### src/rtl/gshb_sram.sv
// gshb_sram: single-port-write, single-port-read synchronous memory, registered read
// no dependencies; used for the target buffer and the counter table
`default_nettype none

module gshb_sram #(
  parameter int ADDR_BITS = 8,
  parameter int DATA_W    = 2
) (
  input  wire logic                 clk,
  input  wire logic                 rd_en,
  input  wire logic [ADDR_BITS-1:0] rd_addr,
  output logic      [DATA_W-1:0]    rd_data,
  input  wire logic                 wr_en,
  input  wire logic [ADDR_BITS-1:0] wr_addr,
  input  wire logic [DATA_W-1:0]    wr_data
);

  logic [DATA_W-1:0] mem [2**ADDR_BITS];
  logic [DATA_W-1:0] rd_data_r;

  // write port
  always_ff @(posedge clk) begin
    if (wr_en) begin
      mem[wr_addr] <= wr_data;
    end
  end

  // read port, data held until the next read
  always_ff @(posedge clk) begin
    if (rd_en) begin
      rd_data_r <= mem[rd_addr];
    end
  end

  assign rd_data = rd_data_r;

endmodule

`default_nettype wire

### config.mk
export PLATFORM = sky130hd
export DESIGN_NAME = gshb_sram
export DESIGN_NICKNAME = d
export VERILOG_FILES = /design/src/rtl/gshb_sram.sv
export SDC_FILE = /design/constraint.sdc
export NUM_CORES = 1
export LEC_CHECK = 0
export BUFFER_PORTS_ARGS = -buffer_cell sky130_fd_sc_hd__buf_2
export CAP_MARGIN = 20
export CORE_MARGIN = 4
export CORE_UTILIZATION = 50
export DETAILED_ROUTE_END_ITERATION = 6
export GPL_ROUTABILITY_DRIVEN = 0
export PLACE_DENSITY = 0.62
export RECOVER_POWER = 100
export SYNTH_ARGS = -nofsm -noshare
export SYNTH_HDL_FRONTEND = slang
export SYNTH_SLANG_ARGS = --single-unit
### constraint.sdc
create_clock -name clk -period 6.05 [get_ports clk]
set_input_delay 0.3025 -clock clk [delete_from_list [all_inputs] [get_ports clk]]
set_output_delay 0.3025 -clock clk [all_outputs]
set_load 0.01 [all_outputs]
==> results.md <==
- FF+latch count, synth: slightly above 500
- Most frequent cells in the layout: edfxtp_1, nor2_1, mux4_2
- Post-Synthesis Cells: roughly 1.2k
- Total congestion overflow: 0
- Synthesized cell area: 21400 um^2
- Post-synthesis average cell area: roughly 17 um^2
- Reg2reg end: rd_data[1]
- Synth cell types: 50
- Syn_nets: about 1.3k
- Critical path endpoint category: register
- Largest cells by area after synthesis: edfxtp_1, mux4_2, nor2_1
- Max VDD drop: roughly 0.28 mV
- Hold Crit Depth: 3
- Worst Tran Pin Value: around 3.5 ns
- Initial antenna violation count: 1
- PortBufs: 22
- R2R cell count: 6
- Initial Util: between 50% and 60%
- Multi-input gate area: 5345 um^2
- RSZ-0062 raised after global routing: no
- Power density over cell area: 318.0 nW/um^2
- Cell taking the most area after synthesis: edfxtp_1
- Critical path peak fanout: 66
- FILL cells: about 3.2k
- TritonCTS clock tree: done
- Final setup fails: 0
- Gr usage total: 22.05%
- Final TNS setup: 0 ns
- Vias in the first global route: approximately 12k
- Hold_sp: wr_addr[1]
- Routed Antenna Nets: 0
- Die X: 214.9 um
- Critical path startpoint category: primary input
- Status: complete, but fails checks
- TritonCTS Buffers: between 50 and 60
- Cells along the critical path: clkbuf_2 -> buf_12 -> mux4_1 -> a22o_1 -> a211oi_1 -> o21ai_0 -> a31oi_1 -> a311oi_2
- CTS clk-pin slew, worst paths: ~0.06 ns
- Top_reg_cell synth: edfxtp_1
- Post-synth EDFFs: slightly above 500
- Sequential Area: 15430 um^2
- # clock sinks: between 500 and 600
- Leakage power: ~7.2 nW
- Vias per cell: 6.217
- Fmax: between 200 and 300 MHz
- R2r setup slk: approximately 3.8 ns
- Via count: 11.39k
- Ys async rst share: 0%
- Tot Pwr: 7.448 mW
- Htree depth: 2
- Core Box Area: about 42000 um^2
- Worst r2r src: mem[152][1]
- First drt pass iteration count: 5
- HPWL Detailed: slightly above 30000 um
- Critical path class: in2reg
- Worst skew pair latency: roughly 0.6 ns
- Critical path required time: about 6.4 ns
- Final Hold Viols: 0
- CP max-delay cell: clkbuf_2
- Full die area: between 40000 and 50000 um^2
- First-pass GRT wire length: around 76000 um
- Layout cell share with drive strength beyond 1: 15.34%
- Top-area cell type share of the netlist area: between 70% and 80%
- Tcrit/Tclk final: between 60% and 70%
- Commonest non-fill, non-tap cell in the layout: edfxtp_1
- Seq/Total Area, Yosys: 72.12%
- Failing checks: capacitance limit, slew limit
- Max Slew Vio Count: ~310
- 1st-iter DRT viols: ~1.2k
- Ports: 23
- Pin count of the biggest net entering global routing: 127
- Row Count: between 70 and 80
- Slew headroom: -130.4%
- CTS root buf: clkbuf_16
- # DRC: 0
- Area growth syn-to-layout: 9.436%
- Min Clock Period, post-route: just under 4 ns
- Routed wire length: around 51000 um
- Final Skew: approximately 0.013 ns
- MaxCap Viol Count: 6
- Crit path DAT: around 4.2 ns
- CP Buf/Inv Count: 2
- YS warnings: 0
- Chip height: ~210 um
- Worst hold endpoint: mem[171][0]
- CP delay by family, top: buffers and inverters
- CP max stage delay: 1.72 ns
- Worst Hold Class: in2reg
- Layout net count: between 1k and 1.5k
- Wire length per cell: roughly 28 um
- CTS Buffer Depth: 3
[sequential cells by signal, summed over array words and instances, names as in the netlist]
| name | count |
|---|---|
| rd_data | 2 |
| mem | 512 |
[worst reg2reg max path, stage by stage, from the launching register on]
cell	delay, ns
edfxtp_1	0.37
mux4_1	0.49
a22o_1	0.29
a211oi_1	0.20
o21ai_0	0.12
a31oi_1	0.42
a311oi_2	0.08
[logic make-up after synthesis]
kind of cell	count (synthesis)	share of synthesized area, %
flip-flops	514	72.12
AND/OR/NAND/NOR	354	6.752
multiplexers	171	14.36
AO/OA/AOI/OAI	107	3.853
buffers and inverters	96	2.917
[routing by layer]
metal	global-route usage (%)	wire length (um)	up-vias
li1	-	-	4941
met2	35.55	24810	427
met3	3.573	3599	65
met1	31.92	21260	5954
met4	5.684	929	2
met5	0	13	-
[layout make-up]
type / instances / share of cell area, %
flip-flops and latches: 514 / 65.90
inverters: 6 / 0.09616
well taps: 539 / 2.879
clock buffers: 59 / 5.759
clock inverters: 32 / 1.309
diodes: 2 / 0.02137
multi-input cells: 632 / 22.82
repair buffers: 48 / 1.213
[worst max-delay path by stage]
stage	from	depth (start not counted)	to
global route	rd_addr[0]	8	rd_data[1]
global placement	rd_addr[0]	8	rd_data[0]
floorplan	rd_addr[0]	8	rd_data[0]
detailed placement	rd_addr[0]	8	rd_data[0]
finish	rd_addr[0]	8	rd_data[1]
CTS	rd_addr[0]	8	rd_data[0]
[power by group]
part | switching, mW | internal [mW]
logic | 0.246 | 0.122
clock network | 1.30 | 1.84
registers | 0.00330 | 3.93
[cell usage after synthesis (2+ instances only)]
library cell and count:
a2111oi_0 6, a2111oi_2 2, a211oi_1 10, a21oi_1 9, a221o_1 2, a221oi_1 7
a222oi_1 2, a22o_1 8, a22oi_1 4, a31o_1 2, a31oi_1 2, and2_1 3
and2b_1 2, buf_1 2, buf_12 8, buf_2 10, buf_4 2, buf_6 10
buf_8 2, clkbuf_1 53, clkbuf_4 2, edfxtp_1 514, inv_1 4, inv_2 2
mux2_2 8, mux2i_1 61, mux4_1 20, mux4_2 82, nand2_1 29, nand2b_1 2
nand3_1 27, nand4_1 9, nor2_1 268, nor2b_1 11, o211ai_1 2, o21ai_0 10
o21ai_1 7, o221ai_1 16, o22ai_1 7, o2bb2ai_1 2, o31ai_1 4
[metrics by stage]
| stage | util, % | std cells | hold WS, ns | instance area, um^2 | setup slack [ns] |
|---|---|---|---|---|---|
| 6_report | 55.59 | 1832 | 0.2664 | 23420 | 2.171 |
| 3_3_place_gp | 51.76 | 1736 | 0.5955 | 21810 | 2.785 |
| 4_1_cts | 55.74 | 1829 | 0.2227 | 23490 | 3.371 |
| 5_1_grt | 55.58 | 1830 | 0.2885 | 23420 | 1.802 |
| 2_1_floorplan | - | 1242 | 0.4014 | 21400 | 3.847 |
| 3_5_place_dp | 51.79 | 1737 | 0.5959 | 21820 | 2.754 |
[timing repair]
action	4_1_cts	5_1_grt
hold buffers	1	0
hold endpoints to repair	2	0
setup buffers	0	0
endpoints found under the setup margin	0	0
gates resized for setup	0	0
Note: power is estimated with default switching activity, not from simulation.
